### src/rtl/sdg_pkg.sv
// Shared types, constants and codes for the synthetic data generator.
`default_nettype none
package sdg_pkg;

	// Stream geometry
	localparam int BLOCK_BYTES = 65536;
	localparam int PATTERN_MAX = 8;
	localparam int BLK_WORDS   = BLOCK_BYTES / 8;
	localparam int WIDX_W      = $clog2(BLK_WORDS);
	localparam int WNUM_W      = 61;
	localparam int BLK_W       = WNUM_W - WIDX_W;

	// Mixing constants
	localparam logic [63:0] GOLDEN = 64'h9E3779B97F4A7C15;
	localparam logic [63:0] MIX1   = 64'hBF58476D1CE4E5B9;
	localparam logic [63:0] MIX2   = 64'h94D049BB133111EB;

	// Register indexes
	localparam logic [1:0] REG_MODE    = 2'd0;
	localparam logic [1:0] REG_SEED    = 2'd1;
	localparam logic [1:0] REG_PATTERN = 2'd2;
	localparam logic [1:0] REG_PLEN    = 2'd3;

	typedef enum logic [1:0] {
		MODE_PATTERN  = 2'd0,
		MODE_HASH     = 2'd1,
		MODE_XOSHIRO  = 2'd2,
		MODE_HASH_ALT = 2'd3
	} mode_t;

	typedef enum logic [1:0] {
		MS_GOLD,
		MS_M1,
		MS_M2
	} mul_sel_t;

	typedef enum logic [1:0] {
		MP_IDLE,
		MP_LL,
		MP_LH,
		MP_HL
	} mul_ph_t;

	typedef enum logic [3:0] {
		ST_IDLE,
		ST_MOD,
		ST_H_GOLD,
		ST_H_GW,
		ST_M1,
		ST_M1W,
		ST_M2,
		ST_M2W,
		ST_MSTORE,
		ST_S_NEXT,
		ST_G_CHECK,
		ST_G_ADV,
		ST_FIN
	} state_t;

	typedef struct packed {
		logic [63:0] byte_offset;
		logic [3:0]  byte_count;
	} req_t;

	typedef struct packed {
		logic [63:0] data_word;
		logic [3:0]  valid_bytes;
	} rsp_t;

	typedef struct packed {
		logic     load;
		logic     mod_step;
		logic     mul_start;
		mul_sel_t mul_sel;
		logic     z_from_prod_seed;
		logic     z_from_prod;
		logic     z_from_s;
		logic     seed_init;
		logic     mix_store;
		logic     gen_setup;
		logic     gen_step;
		logic     gen_take;
		logic     next_word;
		logic     finish;
	} cmd_t;

	typedef struct packed {
		logic mode_pat;
		logic mode_xo;
		logic mul_done;
		logic mod_last;
		logic cache_hit;
		logic seed_last;
		logic at_target;
		logic need_second;
		logic out_full;
	} sts_t;

endpackage
`default_nettype wire

### src/rtl/sdg_ctrl.sv
// Controller state machine sequencing the datapath per request.
`default_nettype none
module sdg_ctrl (
	input  wire logic          clk,
	input  wire logic          arst_n,
	input  wire logic          req_valid,
	output logic               req_stall,
	input  wire sdg_pkg::sts_t sts,
	output sdg_pkg::cmd_t      cmd
);
	import sdg_pkg::*;

	state_t state_q;
	state_t state_nx;

	// Next state
	always_comb begin
		state_nx = state_q;
		unique case (state_q)
			ST_IDLE: if (req_valid) begin
				if (sts.mode_pat)     state_nx = ST_MOD;
				else if (sts.mode_xo) state_nx = ST_G_CHECK;
				else                  state_nx = ST_H_GOLD;
			end
			ST_MOD:    if (sts.mod_last) state_nx = ST_FIN;
			ST_H_GOLD: state_nx = ST_H_GW;
			ST_H_GW:   if (sts.mul_done) state_nx = ST_M1;
			ST_M1:     state_nx = ST_M1W;
			ST_M1W:    if (sts.mul_done) state_nx = ST_M2;
			ST_M2:     state_nx = ST_M2W;
			ST_M2W:    if (sts.mul_done) state_nx = ST_MSTORE;
			ST_MSTORE: begin
				if (sts.mode_xo)          state_nx = sts.seed_last ? ST_G_ADV : ST_S_NEXT;
				else if (sts.need_second) state_nx = ST_H_GOLD;
				else                      state_nx = ST_FIN;
			end
			ST_S_NEXT:  state_nx = ST_M1;
			ST_G_CHECK: state_nx = sts.cache_hit ? ST_G_ADV : ST_S_NEXT;
			ST_G_ADV: if (sts.at_target) begin
				state_nx = sts.need_second ? ST_G_CHECK : ST_FIN;
			end
			ST_FIN:  if (!sts.out_full) state_nx = ST_IDLE;
			default: state_nx = ST_IDLE;
		endcase
	end

	// Commands
	always_comb begin
		cmd         = '0;
		cmd.mul_sel = MS_GOLD;
		unique case (state_q)
			ST_IDLE:   cmd.load = req_valid;
			ST_MOD:    cmd.mod_step = 1'b1;
			ST_H_GOLD: cmd.mul_start = 1'b1;
			ST_H_GW:   cmd.z_from_prod_seed = sts.mul_done;
			ST_M1: begin
				cmd.mul_start = 1'b1;
				cmd.mul_sel   = MS_M1;
			end
			ST_M1W: cmd.z_from_prod = sts.mul_done;
			ST_M2: begin
				cmd.mul_start = 1'b1;
				cmd.mul_sel   = MS_M2;
			end
			ST_M2W: cmd.z_from_prod = sts.mul_done;
			ST_MSTORE: begin
				cmd.mix_store = 1'b1;
				cmd.next_word = !sts.mode_xo && sts.need_second;
			end
			ST_S_NEXT: cmd.z_from_s = 1'b1;
			ST_G_CHECK: begin
				cmd.gen_setup = sts.cache_hit;
				cmd.seed_init = !sts.cache_hit;
			end
			ST_G_ADV: begin
				cmd.gen_take  = sts.at_target;
				cmd.gen_step  = !sts.at_target;
				cmd.next_word = sts.at_target && sts.need_second;
			end
			ST_FIN:  cmd.finish = !sts.out_full;
			default: cmd = '0;
		endcase
	end

	// Hold state
	always_ff @(posedge clk or negedge arst_n) begin
		if (!arst_n) state_q <= ST_IDLE;
		else         state_q <= state_nx;
	end

	assign req_stall = (state_q != ST_IDLE);

	a_load_idle: assert property (@(posedge clk) disable iff (!arst_n)
		cmd.load |=> state_q != ST_IDLE) else $error("request load did not leave idle");

	a_finish_to_idle: assert property (@(posedge clk) disable iff (!arst_n)
		cmd.finish |=> state_q == ST_IDLE) else $error("finish did not return to idle");

	a_one_gen_cmd: assert property (@(posedge clk) disable iff (!arst_n)
		$countones({cmd.gen_step, cmd.gen_take, cmd.gen_setup, cmd.seed_init}) <= 1)
		else $error("conflicting generator commands");

endmodule
`default_nettype wire

### config.mk
export PLATFORM = sky130hd
export DESIGN_NAME = sdg_ctrl
export DESIGN_NICKNAME = d
export VERILOG_FILES = /design/src/rtl/sdg_pkg.sv /design/src/rtl/sdg_ctrl.sv
export SDC_FILE = /design/constraint.sdc
export NUM_CORES = 1
export LEC_CHECK = 0
export BUFFER_PORTS_ARGS = -buffer_cell sky130_fd_sc_hd__buf_2
export CAP_MARGIN = 0
export CELL_PAD_IN_SITES_DETAIL_PLACEMENT = 0
export CELL_PAD_IN_SITES_GLOBAL_PLACEMENT = 1
export CORE_MARGIN = 5
export CORE_UTILIZATION = 32
export CTS_CLUSTER_DIAMETER = 100
export DETAILED_ROUTE_END_ITERATION = 7
export PLACE_DENSITY_LB_ADDON = 0.3
export SYNTH_ARGS = -nofsm -noshare
export SYNTH_HDL_FRONTEND = slang
export SYNTH_SLANG_ARGS = --single-unit
### constraint.sdc
create_clock -name clk -period 3.5 [get_ports clk]
set_input_delay 0.525 -clock clk [delete_from_list [all_inputs] [get_ports clk]]
set_output_delay 0.525 -clock clk [all_outputs]
set_load 0.05 [all_outputs]
==> summary.txt, run 1 <==
WORST HOLD PATH
-----------------------------------------------------------------------------------
Class of the worst hold path                                           primary input to async pin

LOGIC SYNTHESIS
-----------------------------------------------------------------------------------
Mapped Avg Cell Area                                                       7.44 um2
Number of nets in the synthesized netlist                                        89
Synthesized netlist cell count                                                   77
Count of flip-flops with a built-in enable after synthesis                        0
Share of synthesized area occupied by flip-flops and latches                  17.5%
Cell Area, Synth                                                            573 um2
Async SR Flop Fraction                                                         100%
Synth Register Bits                                                               4
Number of synthesis warnings                                                      0
Top FF cell, synth                                                     sky130_fd_sc_hd__dfrtp_1
Count of distinct cell types in the synthesized netlist                          40

SETUP PATH
-----------------------------------------------------------------------------------
Highest cell delay on the worst timing path                                 0.73 ns
Launching point of the worst reg2reg path                                state_q[0]
Cell-by-cell listing of the critical path                              and2_4, a21oi_1, nor3_1, buf_2
Cell with the largest stage delay on the worst path                    sky130_fd_sc_hd__dfrtp_1
Top delay family on crit path                                            flip-flops
Total buffers and inverters traversed by the critical path                        1
CP max FO                                                                        20
Worst Path Arrival                                                          1.75 ns
Setup crit start kind                                                          flop
Critical Path Source                                                     state_q[0]
CP endpoint kind                                                       primary output
Critical path start-end classification                                 flop to primary output
Critical Path RT                                                            2.97 ns

LAYOUT
-----------------------------------------------------------------------------------
Fraction of layout cells with a size suffix above 1                           38.0%
FILL cells                                                                      191
Count of antenna diodes in the layout                                             0
Reg area                                                                    100 um2
Net count of the finished layout                                                114
Leading registers by flop count                                         state_q (4)
Largest register by flop count                                              state_q
Count of placed standard cells in the final layout, fillers left out            125
Max FFs per register                                                              4
Area taken by multi-input logic gates                                       413 um2
Synth-to-Final Area Change                                                    24.5%

DIE
-----------------------------------------------------------------------------------
Die area                                                                   2740 um2
Placeable Area                                                             1710 um2
Initial Util                                                                  33.6%
Number of I/O pins                                                               28
Count of standard-cell rows                                                      15
Die outline height                                                          52.3 um
Die X                                                                       52.3 um

CLOCK TREE
-----------------------------------------------------------------------------------
Htree depth                                                                       1
Cells resized by post-CTS repair                                                  0
Clock transition at the registers of the reported paths                     0.04 ns
TritonCTS Buffers                                                                 3
Quantity of hold-fixing buffers added after cts                                   0
Number of buffers inserted by post-CTS setup repair                               0
Library cell used as clock root buffer                                 sky130_fd_sc_hd__clkbuf_4
TritonCTS clock tree                                                          built
Clock latency on the worst-skew pair                                        0.23 ns
Num Clock Sinks                                                                   4
Maximum root-to-sink buffer count                                                 2

STA
-----------------------------------------------------------------------------------
Rel. slew slack                                                               58.4%
Unrepaired setup endpoints after global routing                               false
Period Utilization, post-route                                                64.9%
Max Clock Freq                                                              441 MHz
Final worst path period need                                                2.27 ns
Worst clock skew                                                         0.00181 ns
Post-Route Setup TNS                                                           0 ns
Final Max Slew Viols                                                              0
Actual transition at the worst max-transition pin                          0.624 ns
Final number of setup-violating endpoints                                         0
Count of final hold-check violations                                              0

GRT
-----------------------------------------------------------------------------------
Number of antenna violations at the first check in global routing                 0
Total GRT Usage                                                               11.7%
Via count of the first global-routing pass                                      604
Pin count of the biggest net entering global routing                             21
Total congestion overflow                                                         0
Wire length of the first global-routing pass                                2500 um

PLACEMENT
-----------------------------------------------------------------------------------
GPL Wtd Cong                                                                  0.743
Detailed-placement wirelength estimate                                      1200 um
Count of port buffers added during placement                                     27
Placed Cells incl. Taps                                                         122

RUN
-----------------------------------------------------------------------------------
Number of maximum-capacitance constraint violations                               0

ROUTE
-----------------------------------------------------------------------------------
Number of optimization iterations in the first detailed-route pass                4
Average wire per cell in the routed design                                  12.5 um
DRC violation total after the first TritonRoute iteration                         7
DRC Markers                                                                       0
Mean number of vias per cell                                                   5.30
Routed wire length                                                          1570 um
Antenna Violating Nets Remaining                                                  0
Number of vias in the routed layout                                             662

PWR
-----------------------------------------------------------------------------------
Leakage power of the design                                                0.351 nW
Peak VDD IR                                                                0.483 mV
Power Dens Cells                                                        1090 nW/um2

RUN STATUS
-----------------------------------------------------------------------------------
Status                                                                 finished, final reports clean

## cell type report
| type | instances | share of cell area (%) |
|---|---|---|
| Clock buffer | 3 | 3.16 |
| Inverter | 3 | 1.58 |
| Tap cell | 25 | 4.39 |
| Timing Repair Buffer | 27 | 18.9 |
| Multi-Input combinational cell | 63 | 57.9 |
| Sequential cell | 4 | 14.0 |
## worst reg2reg max path, cell delays in order (launching register included)
cell and delay [ns]:
sky130_fd_sc_hd__dfrtp_1 0.73, sky130_fd_sc_hd__nand2_2 0.17, sky130_fd_sc_hd__o311ai_2 0.32, sky130_fd_sc_hd__o21ai_2 0.14
sky130_fd_sc_hd__mux2_1 0.34
## metrics by stage
stage	cell area, um2	utilization, %	setup WS [ns]	hold slack [ns]	power (mW)
floorplan	573	-	1.01	0.229	0.651
global placement	691	40.4	1.45	0.330	0.727
detailed placement	691	40.4	1.48	0.333	0.722
CTS	713	41.8	1.24	0.0846	0.781
global route	713	41.8	1.10	0.0924	0.839
finish	713	41.8	1.23	0.0912	0.777
## placed cells by master (no fill, tap or decap), types with 2 or more instances in the layout
cell                       count
sky130_fd_sc_hd__a21oi_1       2
sky130_fd_sc_hd__and3_1        4
sky130_fd_sc_hd__buf_2        27
sky130_fd_sc_hd__clkbuf_4      3
sky130_fd_sc_hd__dfrtp_1       4
sky130_fd_sc_hd__inv_1         2
sky130_fd_sc_hd__mux2_1        3
sky130_fd_sc_hd__mux2i_1       2
sky130_fd_sc_hd__nand2_1       5
sky130_fd_sc_hd__nand2b_1      3
sky130_fd_sc_hd__nand3_1       2
sky130_fd_sc_hd__nor2_1       10
sky130_fd_sc_hd__nor3_1        8
## Yosys cell counts, types with 2 or more instances
library cell,n,area share [%]
sky130_fd_sc_hd__mux2i_1,2,3.5
sky130_fd_sc_hd__nand2b_1,3,3.3
sky130_fd_sc_hd__buf_2,3,2.6
sky130_fd_sc_hd__nor3_1,8,7.0
sky130_fd_sc_hd__dfrtp_1,4,17
sky130_fd_sc_hd__a21oi_1,2,1.7
sky130_fd_sc_hd__mux2_1,3,5.9
sky130_fd_sc_hd__nor2_1,10,6.6
sky130_fd_sc_hd__and3_1,4,4.4
sky130_fd_sc_hd__buf_6,2,3.9
sky130_fd_sc_hd__inv_1,2,1.3
sky130_fd_sc_hd__nand3_1,2,1.7
sky130_fd_sc_hd__nand2_1,5,3.3
## power by group
group | internal, mW | total (mW) | switching [mW]
registers | 0.0711 | 0.193 | 0.122
logic | 0.202 | 0.530 | 0.328
clock network | 0.0382 | 0.0544 | 0.0162
## logic make-up after synthesis
kind of cell	after synthesis	synth area share (%)
compound gates	19	27.3
mux	5	9.39
buf+inv	10	10.5
flops	4	17.5
simple gates	39	35.4
## metal layers
layer	up-vias	share of wire (%)	track usage, %
met3	0	4.1	1.71
met1	320	45	14.0
met4	0	0	5.11
met5	-	0	0
met2	12	51	20.5
li1	330	-	-
## worst paths after layout
kind / slack (ns) / cells after the start / end
max in group asynchronous: 3.29 / 1 / state_q[3]
worst min register to register: 0.87 / 1 / state_q[1]
worst max-delay path: 1.23 / 4 / cmd[1]
worst min-delay path: 0.09 / 1 / state_q[2]
worst max register to register: 1.69 / 4 / state_q[1]
min in group clk: 0.76 / 4 / state_q[3]
No activity file was read; power rests on OpenSTA's default activity.
==> run 2, diff against run 1 <==
CORE_UTILIZATION = 30   (was 32)
clock period = 2.3 ns   (was 3.5 ns; I/O delays follow)
==> summary.txt, run 2 (synthesis results as in run 1) <==
RUN STATUS
---------------------------------------------------------------------------------
Status                                                               finished, final reports clean   unchanged

PWR
---------------------------------------------------------------------------------
Peak VDD IR                                                              0.804 mV   was 0.483 mV
Power Dens Cells                                                      1630 nW/um2   was 1090 nW/um2
Leakage power of the design                                              0.355 nW   was 0.351 nW

SETUP PATH
---------------------------------------------------------------------------------
Critical Path RT                                                          1.96 ns   was 2.97 ns
Worst Path Arrival                                                        1.74 ns   was 1.75 ns
Top delay family on crit path                                          flip-flops   unchanged
CP Depth                                                                        4   unchanged
Highest cell delay on the worst timing path                               0.73 ns   about the same
CP endpoint kind                                                     primary output   unchanged
CP max FO                                                                      20   unchanged
Cell with the largest stage delay on the worst path                  sky130_fd_sc_hd__dfrtp_1   unchanged
Setup crit start kind                                                        flop   unchanged
Critical path start-end classification                               flop to primary output   unchanged
Cell-by-cell listing of the critical path                            and2_4, a21oi_1, nor3_1, buf_2   unchanged
Total buffers and inverters traversed by the critical path                      1   unchanged
Worst Reg-to-Reg Cells                                                          4   unchanged

CLOCK TREE
---------------------------------------------------------------------------------
Num Clock Sinks                                                                 4   unchanged
Clock transition at the registers of the reported paths                   0.04 ns   about the same
TritonCTS Buffers                                                               3   unchanged
TritonCTS clock tree                                                        built   unchanged
Maximum root-to-sink buffer count                                               2   unchanged
Clock latency on the worst-skew pair                                      0.23 ns   about the same
Library cell used as clock root buffer                               sky130_fd_sc_hd__clkbuf_4   unchanged
Htree depth                                                                     1   unchanged

GRT
---------------------------------------------------------------------------------
Number of antenna violations at the first check in global routing               0   unchanged
Via count of the first global-routing pass                                    636   was 604
Wire length of the first global-routing pass                              2660 um   was 2500 um
Total congestion overflow                                                       0   unchanged
Total GRT Usage                                                             11.9%   was 11.7%
Pin count of the biggest net entering global routing                           21   unchanged

LAYOUT
---------------------------------------------------------------------------------
Largest register by flop count                                            state_q   unchanged
Max FFs per register                                                            4   unchanged
Leading registers by flop count                                       state_q (4)   unchanged
Top library cells by usage in the layout, fill and taps aside        27 x sky130_fd_sc_hd__buf_2, 10 x sky130_fd_sc_hd__nor2_1, 8 x sky130_fd_sc_hd__nor3_1, 5 x sky130_fd_sc_hd__nand2_1   unchanged
Final instance area                                                       723 um2   was 713 um2
Fraction of layout cells with a size suffix above 1                         37.6%   was 38.0%
Synth-to-Final Area Change                                                  26.2%   was 24.5%
Layout Utilization                                                          41.0%   was 41.8%
Net count of the finished layout                                              115   was 114
Most common cell after layout, fill and taps aside                   sky130_fd_sc_hd__buf_2   unchanged
Count of antenna diodes in the layout                                           0   unchanged

STA
---------------------------------------------------------------------------------
Worst hold slack across all endpoints                                    0.446 ns   was 0.0912 ns
Max Clock Freq                                                            480 MHz
Worst clock skew                                                       0.00194 ns   was 0.00181 ns
Actual transition at the worst max-transition pin                        0.635 ns   was 0.624 ns
Count of final hold-check violations                                            0   unchanged
Final Max Slew Viols                                                            0   unchanged
Final worst path period need                                              2.08 ns
Rel. slew slack                                                             57.7%   was 58.4%
Period Utilization, post-route                                              90.5%
Worst path setup slack after routing                                     0.218 ns   was 1.23 ns
Unrepaired setup endpoints after global routing                             false   unchanged
Post-Route Setup TNS                                                         0 ns   unchanged
Final number of setup-violating endpoints                                       0   unchanged

DIE
---------------------------------------------------------------------------------
Number of I/O pins                                                             28   unchanged
Die outline height                                                        53.7 um   was 52.3 um
Placeable Area                                                           1760 um2   was 1710 um2
Count of standard-cell rows                                                    15   unchanged
Initial Util                                                                32.5%   was 33.6%
Die area                                                                 2880 um2   was 2740 um2
Die X                                                                     53.7 um   was 52.3 um

ROUTE
---------------------------------------------------------------------------------
Mean number of vias per cell                                                 5.06   was 5.30
Antenna Violating Nets Remaining                                                0   unchanged
Average wire per cell in the routed design                                12.7 um   was 12.5 um
Number of optimization iterations in the first detailed-route pass              4   unchanged
Routed wire length                                                        1610 um   was 1570 um
DRC Markers                                                                     0   unchanged
Number of vias in the routed layout                                           637   was 662
DRC violation total after the first TritonRoute iteration                       4   was 7

PLACEMENT
---------------------------------------------------------------------------------
GPL Wtd Cong                                                                0.815   was 0.743
Area after detailed placement                                             691 um2   unchanged
Detailed-placement wirelength estimate                                    1250 um   was 1200 um
Count of port buffers added during placement                                   27   unchanged
Placement Setup Slack                                                    0.474 ns   was 1.48 ns

WORST HOLD PATH
---------------------------------------------------------------------------------
Class of the worst hold path                                         primary input to async pin   unchanged

RUN
---------------------------------------------------------------------------------
Number of maximum-capacitance constraint violations                             0   unchanged

-- run 2: final timing paths --
check	from	to	slack [ns]
min in group clk	sts[0]	state_q[3]	0.57
max in group asynchronous	arst_n	state_q[0]	1.73
setup reg to reg	state_q[0]	state_q[0]	0.49
hold / removal	arst_n	state_q[2]	0.45
hold reg to reg	state_q[1]	state_q[1]	0.84
setup / recovery	state_q[0]	cmd[1]	0.22
-- run 2: through the flow --
| step | total power [mW] | instances |
|---|---|---|
| detailed placement | 1.10 | 122 |
| global route | 1.28 | 126 |
| CTS | 1.19 | 126 |
| global placement | 1.10 | 122 |
| finish | 1.18 | 126 |
| floorplan | 0.990 | 77 |
-- run 2: final cells by class --
cell class,count,area [um2]
Fill cell,216,1040
Timing Repair Buffer,28,145
Tap cell,25,31.3
Sequential cell,4,100
Multi-Input combinational cell,63,413
Inverter,3,11.3
Clock buffer,3,22.5
-- run 2: report_power, final --
| part | switching, mW | internal, mW |
|---|---|---|
| sequential | 0.188 | 0.108 |
| combinational | 0.492 | 0.308 |
| clock | 0.0262 | 0.0582 |
| total | 0.706 | 0.474 |
-- run 2: layer usage --
layer  track usage [%]  vias up  share of wire, %
li1                  -      329                 -
met1              15.9      286                45
met2              18.8       22                47
met3              3.60        0               7.7
met4              2.55        0                 0
met5                 0        -                 0
-- run 2: what timing repair did --
item | in CTS | in global routing
hold endpoints to repair | 4 | 0
hold buffers | 1 | 0
setup buffers | 0 | 0
gates resized for setup | 0 | 0
